**src/rtl/rlwq_pkg.sv**
```systemverilog
// Package for the recursive lock with wait queue.
// Holds the command and status codes, field widths and parameter defaults.
// No dependencies.
package rlwq_pkg;

    localparam int TID_W   = 4;
    localparam int DEPTH_W = 8;

    localparam int THREAD_COUNT_DEF = 16;
    localparam int QUEUE_DEPTH_DEF  = 16;
    localparam int MAX_NEST_DEF     = 255;

    typedef enum logic
    {
        CMD_ACQUIRE = 1'b0,
        CMD_RELEASE = 1'b1
    } cmd_t;

    typedef enum logic [2:0]
    {
        ST_GRANTED = 3'd0,
        ST_NESTED  = 3'd1,
        ST_QUEUED  = 3'd2,
        ST_PARTIAL = 3'd3,
        ST_FREED   = 3'd4,
        ST_HANDOFF = 3'd5,
        ST_BADREL  = 3'd6,
        ST_REJECT  = 3'd7
    } status_t;

endpackage

```
**src/rtl/recursive_lock_with_wait_queue.sv**
```systemverilog
// Recursive lock with a first-in, first-out queue of waiting thread ids.
// Single-pass datapath between an input register and a result register.
// Depends on rlwq_pkg.
//
//  Channel  Dir  Handshake          Payload
//  s_*      in   s_tvalid/s_tready  s_tuser: command; s_tdata: thread_id
//  m_*      out  m_tvalid/m_tready  m_tuser: status, woken_valid;
//                                   m_tdata: woken_thread, nest_depth
//
// One word is accepted per cycle while the result register can drain; its result
// appears when the word moves from the input register to the result register.
// The lock state is updated when a word moves from the input register to the
// result register, so the next word always sees the updated state.
// A stall on m_tready holds both registers; s_tready then drops only when
// the input register is full.
// Reset clears the lock state, the queue pointers and the waiting flags.
module recursive_lock_with_wait_queue
    import rlwq_pkg::*;
#(
    parameter int THREAD_COUNT = THREAD_COUNT_DEF,
    parameter int QUEUE_DEPTH  = QUEUE_DEPTH_DEF,
    parameter int MAX_NEST     = MAX_NEST_DEF
)
(
    input  logic        clk,
    input  logic        rst_n,

    input  logic        s_tvalid,
    output logic        s_tready,
    input  logic [7:0]  s_tdata,   // [3:0] thread_id, [7:4] zero
    input  logic        s_tuser,   // [0] command

    output logic        m_tvalid,
    input  logic        m_tready,
    output logic [15:0] m_tdata,   // [3:0] woken_thread, [11:4] nest_depth, [15:12] zero
    output logic [3:0]  m_tuser    // [2:0] status, [3] woken_valid
);

    localparam int QW     = (QUEUE_DEPTH > 1) ? $clog2(QUEUE_DEPTH) : 1;
    localparam int CW     = $clog2(QUEUE_DEPTH + 1);
    localparam int NEST_W = $clog2(MAX_NEST + 1);
    localparam int MASK_N = (THREAD_COUNT < 16) ? THREAD_COUNT : 16;

    localparam logic [8:0]        TC_LIMIT  = 9'(THREAD_COUNT);
    localparam logic [QW-1:0]     LAST_SLOT = QW'(QUEUE_DEPTH - 1);
    localparam logic [CW-1:0]     Q_FULL    = CW'(QUEUE_DEPTH);
    localparam logic [NEST_W-1:0] NEST_MAX  = NEST_W'(MAX_NEST);
    localparam logic [NEST_W-1:0] NEST_ONE  = NEST_W'(1);

    // Input register
    logic             in_valid_reg;
    cmd_t             in_cmd_reg;
    logic [TID_W-1:0] in_tid_reg;

    // Result register
    logic               out_valid_reg;
    status_t            out_status_reg;
    logic               out_woken_valid_reg;
    logic [TID_W-1:0]   out_woken_reg;
    logic [DEPTH_W-1:0] out_depth_reg;

    // Lock state
    logic              owner_valid_reg, owner_valid_next;
    logic [TID_W-1:0]  owner_id_reg, owner_id_next;
    logic [NEST_W-1:0] nest_reg, nest_next;
    logic [QW-1:0]     head_reg, head_next;
    logic [QW-1:0]     tail_reg, tail_next;
    logic [CW-1:0]     count_reg, count_next;
    logic [MASK_N-1:0] mask_reg, mask_next;

    // Queue storage and the registered head entry
    logic [TID_W-1:0] wait_queue_mem [QUEUE_DEPTH];
    logic [TID_W-1:0] head_mem_reg;
    logic             byp_valid_reg;
    logic [TID_W-1:0] byp_data_reg;
    logic [TID_W-1:0] head_data;

    logic               adv;
    logic               wr_en;
    logic               holder;
    logic               tid_ok;
    logic               tid_waiting;
    status_t            status;
    logic               woken_valid;
    logic [TID_W-1:0]   woken_thread;
    logic [NEST_W+DEPTH_W-1:0] depth_wide;

    assign adv      = in_valid_reg && (!out_valid_reg || m_tready);
    assign s_tready = !in_valid_reg || adv;

    assign head_data = byp_valid_reg ? byp_data_reg : head_mem_reg;
    assign holder    = owner_valid_reg && (owner_id_reg == in_tid_reg);
    assign tid_ok    = {5'd0, in_tid_reg} < TC_LIMIT;

    always_comb
    begin
        tid_waiting = 1'b0;
        for (int i = 0; i < MASK_N; i++)
        begin
            if (mask_reg[i] && (in_tid_reg == TID_W'(i)))
            begin
                tid_waiting = 1'b1;
            end
        end
    end

    always_comb
    begin
        owner_valid_next = owner_valid_reg;
        owner_id_next    = owner_id_reg;
        nest_next        = nest_reg;
        head_next        = head_reg;
        tail_next        = tail_reg;
        count_next       = count_reg;
        mask_next        = mask_reg;
        wr_en            = 1'b0;
        woken_valid      = 1'b0;
        woken_thread     = '0;
        status           = ST_REJECT;

        case (in_cmd_reg)
            CMD_ACQUIRE:
            begin
                if (!tid_ok)
                begin
                    status = ST_REJECT;
                end
                else if (!owner_valid_reg)
                begin
                    owner_valid_next = 1'b1;
                    owner_id_next    = in_tid_reg;
                    nest_next        = NEST_ONE;
                    status           = ST_GRANTED;
                end
                else if (holder)
                begin
                    if (nest_reg >= NEST_MAX)
                    begin
                        status = ST_REJECT;
                    end
                    else
                    begin
                        nest_next = nest_reg + NEST_ONE;
                        status    = ST_NESTED;
                    end
                end
                else if (tid_waiting || (count_reg >= Q_FULL))
                begin
                    status = ST_REJECT;
                end
                else
                begin
                    wr_en      = 1'b1;
                    tail_next  = (tail_reg == LAST_SLOT) ? '0 : tail_reg + QW'(1);
                    count_next = count_reg + CW'(1);
                    for (int i = 0; i < MASK_N; i++)
                    begin
                        if (in_tid_reg == TID_W'(i))
                        begin
                            mask_next[i] = 1'b1;
                        end
                    end
                    status = ST_QUEUED;
                end
            end
            CMD_RELEASE:
            begin
                if (!holder)
                begin
                    status = ST_BADREL;
                end
                else if (nest_reg > NEST_ONE)
                begin
                    nest_next = nest_reg - NEST_ONE;
                    status    = ST_PARTIAL;
                end
                else if (count_reg != '0)
                begin
                    // Hand the lock straight to the oldest waiter.
                    head_next  = (head_reg == LAST_SLOT) ? '0 : head_reg + QW'(1);
                    count_next = count_reg - CW'(1);
                    for (int i = 0; i < MASK_N; i++)
                    begin
                        if (head_data == TID_W'(i))
                        begin
                            mask_next[i] = 1'b0;
                        end
                    end
                    owner_id_next = head_data;
                    nest_next     = NEST_ONE;
                    woken_valid   = 1'b1;
                    woken_thread  = head_data;
                    status        = ST_HANDOFF;
                end
                else
                begin
                    owner_valid_next = 1'b0;
                    owner_id_next    = '0;
                    nest_next        = '0;
                    status           = ST_FREED;
                end
            end
            default:
            begin
                status = ST_REJECT;
            end
        endcase

        if (!adv)
        begin
            owner_valid_next = owner_valid_reg;
            owner_id_next    = owner_id_reg;
            nest_next        = nest_reg;
            head_next        = head_reg;
            tail_next        = tail_reg;
            count_next       = count_reg;
            mask_next        = mask_reg;
            wr_en            = 1'b0;
        end
    end

    assign depth_wide = {{DEPTH_W{1'b0}}, (owner_valid_next ? nest_next : '0)};

    always_ff @(posedge clk or negedge rst_n)
    begin
        if (!rst_n)
        begin
            in_valid_reg    <= 1'b0;
            out_valid_reg   <= 1'b0;
            owner_valid_reg <= 1'b0;
            owner_id_reg    <= '0;
            nest_reg        <= '0;
            head_reg        <= '0;
            tail_reg        <= '0;
            count_reg       <= '0;
            mask_reg        <= '0;
            byp_valid_reg   <= 1'b0;
        end
        else
        begin
            if (s_tready)
            begin
                in_valid_reg <= s_tvalid;
            end
            if (adv)
            begin
                out_valid_reg <= 1'b1;
            end
            else if (m_tready)
            begin
                out_valid_reg <= 1'b0;
            end
            owner_valid_reg <= owner_valid_next;
            owner_id_reg    <= owner_id_next;
            nest_reg        <= nest_next;
            head_reg        <= head_next;
            tail_reg        <= tail_next;
            count_reg       <= count_next;
            mask_reg        <= mask_next;
            // The memory returns old data when the head slot is written now.
            byp_valid_reg   <= wr_en && (tail_reg == head_next);
        end
    end

    always_ff @(posedge clk)
    begin
        if (s_tready && s_tvalid)
        begin
            in_cmd_reg <= cmd_t'(s_tuser);
            in_tid_reg <= s_tdata[TID_W-1:0];
        end
        if (adv)
        begin
            out_status_reg      <= status;
            out_woken_valid_reg <= woken_valid;
            out_woken_reg       <= woken_thread;
            out_depth_reg       <= depth_wide[DEPTH_W-1:0];
        end
        byp_data_reg <= in_tid_reg;
    end

    always_ff @(posedge clk)
    begin
        if (wr_en)
        begin
            wait_queue_mem[tail_reg] <= in_tid_reg;
        end
        head_mem_reg <= wait_queue_mem[head_next];
    end

    assign m_tvalid = out_valid_reg;
    assign m_tuser  = {out_woken_valid_reg, out_status_reg};
    assign m_tdata  = {4'd0, out_depth_reg, out_woken_reg};

    // Every queued thread has exactly one waiting flag.
    assert property (@(posedge clk) disable iff (!rst_n)
        $countones(mask_reg) == int'(count_reg))
    else $error("waiting flags disagree with queue count");

    // Threads only wait while someone holds the lock.
    assert property (@(posedge clk) disable iff (!rst_n)
        (count_reg != '0) |-> owner_valid_reg)
    else $error("waiters present while lock is free");

    // A free lock has no nesting count and a held lock has a nonzero one.
    assert property (@(posedge clk) disable iff (!rst_n)
        owner_valid_reg == (nest_reg != '0))
    else $error("nesting count inconsistent with ownership");

    // A hand-off always reports the woken thread, and nothing else does.
    assert property (@(posedge clk) disable iff (!rst_n)
        out_valid_reg |-> (out_woken_valid_reg == (out_status_reg == ST_HANDOFF)))
    else $error("woken flag inconsistent with status");

endmodule

```
**config.mk**
```make
export PLATFORM = sky130hd
export DESIGN_NAME = recursive_lock_with_wait_queue
export DESIGN_NICKNAME = d
export VERILOG_FILES = /design/src/rtl/rlwq_pkg.sv /design/src/rtl/recursive_lock_with_wait_queue.sv
export SDC_FILE = /design/constraint.sdc
export NUM_CORES = 1
export LEC_CHECK = 0
export BUFFER_PORTS_ARGS = -buffer_cell sky130_fd_sc_hd__buf_2
export CAP_MARGIN = 20
export CORE_UTILIZATION = 54
export CTS_BUF_LIST = sky130_fd_sc_hd__clkbuf_4 sky130_fd_sc_hd__clkbuf_8
export DETAILED_ROUTE_END_ITERATION = 10
export PLACE_DENSITY = 0.75
export SLEW_MARGIN = 10
export SYNTH_ARGS = -nofsm -noshare
export SYNTH_HDL_FRONTEND = slang
export SYNTH_SLANG_ARGS = --single-unit
```
**constraint.sdc**
```tcl
create_clock -name clk -period 6.2 [get_ports clk]
set_clock_uncertainty 0.2 [all_clocks]
set_input_delay 0.93 -clock clk [delete_from_list [all_inputs] [get_ports clk]]
set_output_delay 0.93 -clock clk [all_outputs]
set_load 0.005 [all_outputs]
```
Yosys cells after proc, flatten, opt, wreduce, memory -nomap -nowiden
Memory sizes are Yosys's and may differ from the RTL's. A register that Yosys moved wholly into a read port is not among the register bits.
Cells that the tools add are included.
{ "word_totals": {"reg_bits": 70, "latchBits": 0, "mem_bits_rw": 64, "mem_bits_ro": 0, "inputBits": 13, "output_inout_bits": 22, "elab_cells": 273, "n_memories": 1} }
{ "op_classes": {"n_addsub": 6, "multipliers": 0, "div": 0, "magnitude_cmp": 3, "n_eq_ne": 73, "shift": 0, "mux": 106, "n_bitwise": 3, "reduce_logical": 49} }
{ "memory_table": {"columns": ["name", "depth", "word_bits", "rd", "rd_ports_with_merged_regs", "write_ports", "line", "source"], "rows": [
  ["wait_queue_mem", 16, 4, 1, 1, 1, "recursive_lock_with_wait_queue.sv:72", "logic [TID_W-1:0] wait_queue_mem [QUEUE_DEPTH];"]
]} }
{ "op_table": {"columns": ["operator", "n"], "rows": [
  ["$reduce_and 9->1", 16],
  ["$mux 16", 6],
  ["$eq 4x4->1 const B", 18],
  ["$mux 1", 64],
  ["$mux 4", 12],
  ["$mux 8", 6],
  ["$ne 2x2->1 const B", 21],
  ["$ne 2x1->1 const B", 18],
  ["$eq 4x3->1 const B", 8],
  ["$pmux 16 s2", 1],
  ["$mux 5", 6],
  ["$logic_and 1x1->1", 20],
  ["$mux 3", 6],
  ["$eq 4x2->1 const B", 4],
  ["$pmux 8 s2", 1],
  ["$pmux 5 s2", 1],
  ["$add 4x1->4 const B", 2],
  ["$add 8x1->8 const B", 1],
  ["$eq 4x1->1 const B", 2],
  ["$eq 4x4->1", 2],
  ["$ge 8x8->1 const B", 1],
  ["$gt 8x1->1 const B", 1],
  ["$logic_not 4->1", 2],
  ["$pmux 4 s2", 1],
  ["15 further kinds", 20]
]} }

Depth between registers and ports, before layout
Gate-level depths: netlist (run 1).
{ "logic_depth": {"depth_word": 26, "depth_mapped": 12, "mapped_depth_nobuf": 11} }

Worst setup path before layout (run 1)
Ideal clock, no wire load.
{ "synth_timing": {"path_kind": "reg2reg", "from": "reg nest_reg[4]", "to": "reg head_mem_reg[1], read port of wait_queue_mem", "setup_ns": 0.134, "t_arrival_ns": 3.400, "required_ns": 5.866, "setup_slack_ns": 2.466, "path_stages_with_launch": 12, "path_buffers": 3, "synth_period_minus_slack_ns": 3.734, "path_cell_list": "dfrtp_1 buf_6 or4_4 or4_4 or4_4 nor4_4 or2_1 buf_6 buf_6 mux2_4 a2111oi_2 nand3_1"} }
{ "synth_via": {"elab_chain_cells": 5} }
{ "synth_lines": {"columns": ["item", "line", "source"], "rows": [
  ["start: declaration", "recursive_lock_with_wait_queue.sv:65", "logic [NEST_W-1:0] nest_reg, nest_next;"],
  ["start signal: assignment", "recursive_lock_with_wait_queue.sv:255", "nest_reg <= nest_next;"],
  ["$gt 8x1->1", "recursive_lock_with_wait_queue.sv:172", "else if (nest_reg > NEST_ONE)"],
  ["$mux 4", "recursive_lock_with_wait_queue.sv:172", null],
  ["$mux 4", "recursive_lock_with_wait_queue.sv:168", "if (!holder)"],
  ["$mux 4", "recursive_lock_with_wait_queue.sv:121", "case (in_cmd_reg)"],
  ["$mux 4", "recursive_lock_with_wait_queue.sv:209", "if (!adv)"],
  ["end: declaration", "recursive_lock_with_wait_queue.sv:73", "logic [TID_W-1:0] head_mem_reg;"]
]} }
No other way between the ends.
A chain may end at the register's enable or synchronous reset.

Final worst setup path (run 1)
{ "layout_timing": {"from": "reg nest_reg[4]", "to": "reg head_mem_reg[0], read port of wait_queue_mem"} }
Same word-level chain as after synthesis.

==> results of run 1 <==
worst max-delay path, stage by stage, from the launching register on:
cell and delay (ps):
dfrtp_1 490, or4_4 590, or4_4 480, or4_4 490
nor4_4 300, buf_4 270, or2_1 290, mux2_2 380
a2111oi_0 790, nand3_1 180
metrics by stage:
stage / setup WS [ps] / cell area, um2 / power [W] / utilization, % / instances
3_5_place_dp: 1690 / 7130 / 0.00206 / 58.4 / 793
5_1_grt: 1320 / 7630 / 0.00307 / 62.5 / 826
2_1_floorplan: 2470 / 6890 / 0.00187 / - / 622
3_3_place_gp: 1800 / 7130 / 0.00203 / 58.4 / 792
4_1_cts: 1570 / 7600 / 0.00292 / 62.3 / 825
6_report: 1570 / 7630 / 0.00291 / 62.5 / 826
path summary, 6_finish.rpt:
check | from | endpoint | slack (ps) | depth (start not counted)
max | nest_reg[4] | head_mem_reg[0] | 1570 | 9
min | rst_n | head_reg[2] | 290 | 1
max reg2reg | nest_reg[4] | head_mem_reg[0] | 1570 | 9
min reg2reg | mask_reg[6] | mask_reg[6] | 290 | 1
max in group asynchronous | rst_n | mask_reg[4] | 4980 | 2
min in group clk | mask_reg[6] | mask_reg[6] | 290 | 1
metal layers:
metal,track usage [%],up-vias,share of wire (%)
met2,40.3,219,48
met3,6.43,29,7.8
met4,7.88,0,1.6
li1,-,2342,-
met5,0,-,0
met1,33.1,2460,42
cells by family after synthesis:
family                   after synthesis
flip-flops                           138
AO/OA/AOI/OAI                        137
adder cells (fa/ha/maj)               12
XOR/XNOR                              15
multiplexers                          33
buffers and inverters                 54
other                                  1
AND/OR/NAND/NOR                      229
where the power goes:
part           switching (W)  leakage, nW  internal, W
combinational       0.000444         1.20     0.000326
clock               0.000351        0.231     0.000498
sequential          0.000154         1.42      0.00114
cell usage after synthesis, types with 3 or more instances:
master / count
xnor2_1: 8
a31oi_1: 3
nor3_1: 12
nand2_1: 52
a22o_1: 13
or4_4: 3
o21ai_0: 40
nor4_1: 9
nand3_1: 27
or3_1: 3
o22ai_1: 3
xor2_1: 7
a22oi_1: 9
mux2_2: 18
o221ai_1: 3
a2bb2oi_1: 4
and2_1: 8
and3_1: 8
edfxtp_1: 85
o2bb2ai_1: 3
buf_6: 4
ha_1: 11
o31ai_1: 6
a21o_1: 5
clkbuf_1: 22
dfrtp_1: 45
buf_4: 5
a21oi_1: 23
a211oi_1: 5
mux2i_1: 12
nor2_1: 58
dfxtp_1: 8
inv_1: 19
nand3b_1: 14
nand4_1: 6
nand2b_1: 14
cell type report:
cell class / instances / area (um2) / area share [%]
inverter: 21 / 78.8 / 1.03
sequential: 138 / 3840 / 50.3
clock buffer: 19 / 255 / 3.35
timing repair buffer: 37 / 230 / 3.02
multi-input combinational: 430 / 2800 / 36.7
tap: 168 / 210 / 2.76
clock inverter: 13 / 214 / 2.80
==> reports/qor.csv, run 1 <==
stage,metric,value,unit
outcome,status,completed,
timing,max_slew_margin,34.3,%
power_and_ir_drop,p_leak,2.85,nW
logic_synthesis,synth_top_area_share,37.1,%
worst_setup_path,crit_fanout,25,
detailed_routing,drc,0,
grt,grt_overflow,0,
die,die_y,115,um
worst_setup_path,critPathLaunchType,flop,
detailed_routing,first_pass_iters,5,
logic_synthesis,synth_mux_area_share,5.45,%
final_layout,area_growth,10.9,%
grt,grt_pass1_wl,24900,um
timing,finalHoldViolCount,0,
worst_setup_path,crit_type,flop to flop,
cts,cts_num_sinks,138,
worst_setup_path,critPathArrivalTime,4710,ps
logic_synthesis,synthFlopType,edfxtp_1,
placement,dp_hpwl,10300,um
logic_synthesis,synth_cell_types,68,
cts,holdBufCountCts,0,
detailed_routing,drt-initial-drc-count,570,
die,rows,40,
cts,cts_tree,done,
timing,finalSetupTns,0,ps
grt,grt_antenna_before_repair,0,
worst_setup_path,worstPathRequired,6280,ps
grt,grt_pass1_vias,4929,
logic_synthesis,synth-compound-area-share,13.5,%
die,core-area,12200,um2
logic_synthesis,syn-cell-area,6880,um2
detailed_routing,wl,15200,um
grt,grt_max_degree,46,
cts,clock_path_buffers,2,
logic_synthesis,synth_top_area_cell,edfxtp_1,
detailed_routing,post_drt_via_cell_ratio,6.11,
cts,cts_buffers,17,
final_layout,fillers,991,
logic_synthesis,yosys.area_share.simple,17.4,%
timing,clock.fmax,216,MHz
timing,setup_viol,0,
cts,htreeDepth,4,
timing,min_period,4630,ps
die,die_area,13200,um2
timing,rsz0062_at_grt,false,
detailed_routing,vias,5050,
grt,track_usage,24.9,%
timing,final_min_period_over_clock_period,74.7,%
cts,clock-root-buffer,clkbuf_8,
placement,io_buffers,26,
final_layout,drive_gt1_share,15.2,%
logic_synthesis,synth_cells,619,
cts,cts.reportedPaths.clkPinSlew,80,ps
power_and_ir_drop,ir_worst_vdd,0.000236,V
logic_synthesis,synth_seq_cells,138,
logic_synthesis,ys_async_sr_fraction,32.6,%
detailed_routing,ant_nets,0,
timing,maxSlewViolCount,0,
run,max_cap_viol_count,0,
timing,tightest_slew,977,ps
die,ioPinCount,35,
logic_synthesis,synth_seq_area_share,55.8,%
die,start_util,56.4,%
logic_synthesis,synth.area.top_cells,"edfxtp_1 (37%), dfrtp_1 (16%), nor2_1 (3.2%), mux2_2 (2.9%), o21ai_0 (2.9%)",
final_layout,layout_commonest_cell,edfxtp_1,
cts,ctsResizeCount,0,
cts,clk_latency,450,ps
cts,cts_setup_buffers,0,
final_layout,largest_register_ffs,64,
placement,place_congestion,0.869,
die,die_w,115,um
final_layout,diodes,0,
worst_hold_path,holdCritPathClass,input port to asynchronous set/reset pin,
final_layout,layout_common_cells,"edfxtp_1 (85), nor2_1 (58), nand2_1 (52)",
logic_synthesis,synthAdderAreaFrac,2.29,%
logic_synthesis,syn_area_per_cell,11.1,um2
power_and_ir_drop,p_per_area,381,nW/um2
timing,fin_hold_ws,295,ps
logic_synthesis,synth_edf_count,85,
logic_synthesis,synth_top_family_by_area,simple AND/OR/NAND/NOR gates,
worst_setup_path,end_kind,flop,
final_layout,final_nets,670,
logic_synthesis,synth_xor_area_share,1.91,%
detailed_routing,wl_per_cell,18.4,um
logic_synthesis,synth_warnings,0,
No activity file was read; power rests on OpenSTA's default activity.
==> inputs of run 2 (changes only) <==
PLACE_DENSITY = 0.77   (was 0.75)
clock period = 4.1 ns   (was 6.2 ns; I/O delays follow)
==> run 2 against run 1 <==
Worst setup slack worse by 1400 ps. Design area grew 0.44%. Worst hold slack got worse by 160 ps. Core utilization rose by 0.28 points. First-iteration DRC count down 3.7%. Non-clock buffer count grew 16. Fmax up 18%. Largest cell class unchanged.
==> reports/qor.csv, run 2 (synthesized netlist as in run 1, its figures left out) <==
stage,metric,value,unit,change
grt,grt_pass1_vias,5094,,+3.3%
die,die_area,13200,um2,unchanged
die,core-area,12200,um2,unchanged
final_layout,register_area,3840,um2,unchanged
timing,min_period,3930,ps,-704 ps
worst_setup_path,cp_cell_sequence,or4_4 > or4_4 > or4_4 > nor4_4 > or2_1 > mux2_2 > a2111oi_0 > buf_4 > nand3_1,,
die,die_w,115,um,unchanged
cts,cts.reportedPaths.clkPinSlew,90,ps,about the same
timing,fin_ws,173,ps,-1400 ps
power_and_ir_drop,ir_worst_vdd,0.000284,V,+20%
placement,dp_hpwl,10900,um,+5.2%
worst_setup_path,crit_type,flop to flop,,
timing,clock.fmax,255,MHz,+18%
timing,finalHoldViolCount,0,,unchanged
timing,setup_viol,0,,unchanged
worst_setup_path,critical-path-top-delay-family,simple AND/OR/NAND/NOR gates,,
timing,final_min_period_over_clock_period,95.8,%,+21 points
final_layout,area_growth,11.3,%,
worst_setup_path,critPathLaunchType,flop,,
cts,clock_path_buffers,2,,unchanged
placement,io_buffers,26,,unchanged
final_layout,largest_register_ffs,64,,unchanged
die,ioPinCount,35,,unchanged
worst_setup_path,cpMostUsedCell,or4_4,,
die,die_y,115,um,unchanged
cts,cts_buffers,17,,unchanged
cts,cts_tree,done,,
cts,cts_num_sinks,138,,unchanged
detailed_routing,wl,15900,um,+4.2%
grt,track_usage,25.8,%,+0.93 points
cts,clock-root-buffer,clkbuf_8,,
cts,clk_latency,450,ps,about the same
power_and_ir_drop,p_per_area,555,nW/um2,+45%
detailed_routing,drt-initial-drc-count,549,,-3.7%
detailed_routing,first_pass_iters,8,,+3
placement,post-place-ws,214,ps,-1470 ps
grt,grt_pass1_wl,25600,um,+2.5%
power_and_ir_drop,p_leak,2.87,nW,+0.84%
outcome,status,completed,,
worst_setup_path,critPathArrivalTime,4070,ps,-640 ps
worst_setup_path,cp_slowest_cell,or4_4,,
timing,rsz0062_at_grt,false,,
detailed_routing,post_drt_via_cell_ratio,6.20,,+1.3%
timing,maxSlewViolCount,0,,unchanged
final_layout,fillers,968,,-2.3%
timing,finalSetupTns,0,ps,unchanged
grt,grt_max_degree,46,,unchanged
final_layout,drive_gt1_share,17.2,%,+2.0 points
placement,place_congestion,0.869,,about the same
grt,grt_overflow,0,,unchanged
detailed_routing,drc,0,,unchanged
run,max_cap_viol_count,0,,unchanged
final_layout,multi_input_area,2810,um2,+0.22%
grt,grt_antenna_before_repair,0,,unchanged
worst_setup_path,crit_fanout,6,,-76%
detailed_routing,wl_per_cell,18.8,um,+2.2%
cts,cts_setup_buffers,0,,unchanged
cts,htreeDepth,4,,unchanged
detailed_routing,ant_nets,0,,unchanged
final_layout,layout_common_cells,"edfxtp_1 (85), nor2_1 (58), nand2_1 (52)",,
timing,max_slew_margin,46.9,%,+13 points
die,start_util,56.4,%,unchanged
worst_setup_path,crit_path_max_incr_delay,590,ps,-200 ps
worst_setup_path,path_buf_inv,1,,unchanged
final_layout,layout_commonest_cell,edfxtp_1,,
worst_setup_path,end_kind,flop,,
worst_hold_path,holdCritPathClass,input port to flop,,
detailed_routing,vias,5217,,+3.3%
timing,tightest_slew,790,ps,-187 ps
final_layout,diodes,0,,unchanged
worst_setup_path,worstPathRequired,4250,ps,-2030 ps
final_layout,final_nets,686,,+2.4%
die,rows,40,,unchanged
## run 2: cell types whose count changed in the layout (fill, tap and decap cells not counted), sizes merged
cell,previous run,this run
buf,37,52
bufinv,5,1
clkbuf,19,17
clkinv,5,8
clkinvlp,2,5
dlygate4sd3,0,1
## run 2: final timing paths
path,slack [ps],endpoint,from,cells past startpoint
min in group asynchronous,380,nest_reg[6],rst_n,2
max in group asynchronous,2820,mask_reg[15],rst_n,3
setup / recovery,170,head_mem_reg[3],nest_reg[6],9
setup reg to reg,170,head_mem_reg[3],nest_reg[6],9
hold / removal,140,in_cmd_reg,s_tuser,1
hold reg to reg,300,mask_reg[2],mask_reg[2],1
## run 2: repair_timing
action                                  4_1_cts  5_1_grt
gates resized for setup                       0        2
endpoints found under the setup margin        0        1
endpoints found under the hold margin         0       10
hold buffers                                  0        1
## run 2: metal layers
metal	vias up	global-route usage, %	routed length (um)
li1	2387	-	-
met1	2545	33.1	6600
met2	236	41.7	7670
met3	49	6.01	1100
met4	0	12.2	497
met5	-	0	0
## run 2: worst register-to-register path: stages (launching register included)
cell	delay [ps]
dfrtp_1	440
or4_4	590
or4_4	480
or4_4	500
nor4_4	320
or2_1	220
mux2_2	360
a2111oi_0	460
buf_4	190
nand3_1	50
## run 2: final cells by class
cell class,instances,area share [%]
Clock inverter,15,1.89
Sequential cell,138,50.1
Multi-Input combinational cell,430,36.7
Timing Repair Buffer,53,4.54
Clock buffer,17,3.05
Inverter,21,1.03
Tap cell,168,2.74
## run 2: power by group
part	switching, W	total, W	internal (W)
sequential	0.000217	0.00194	0.00172
clock	0.000571	0.00106	0.000488
combinational	0.000714	0.00126	0.000542
## run 2: through the flow
step / area, um2 / power [W] / hold WS [ps] / instances / utilization (%)
after floorplan: 6890 / 0.00283 / 119 / 622 / -
after global placement: 7250 / 0.00313 / 269 / 808 / 59.4
after detailed placement: 7250 / 0.00319 / 278 / 808 / 59.4
after CTS: 7630 / 0.00424 / 114 / 840 / 62.5
after global routing: 7660 / 0.00448 / 110 / 842 / 62.8
final: 7660 / 0.00425 / 136 / 842 / 62.8
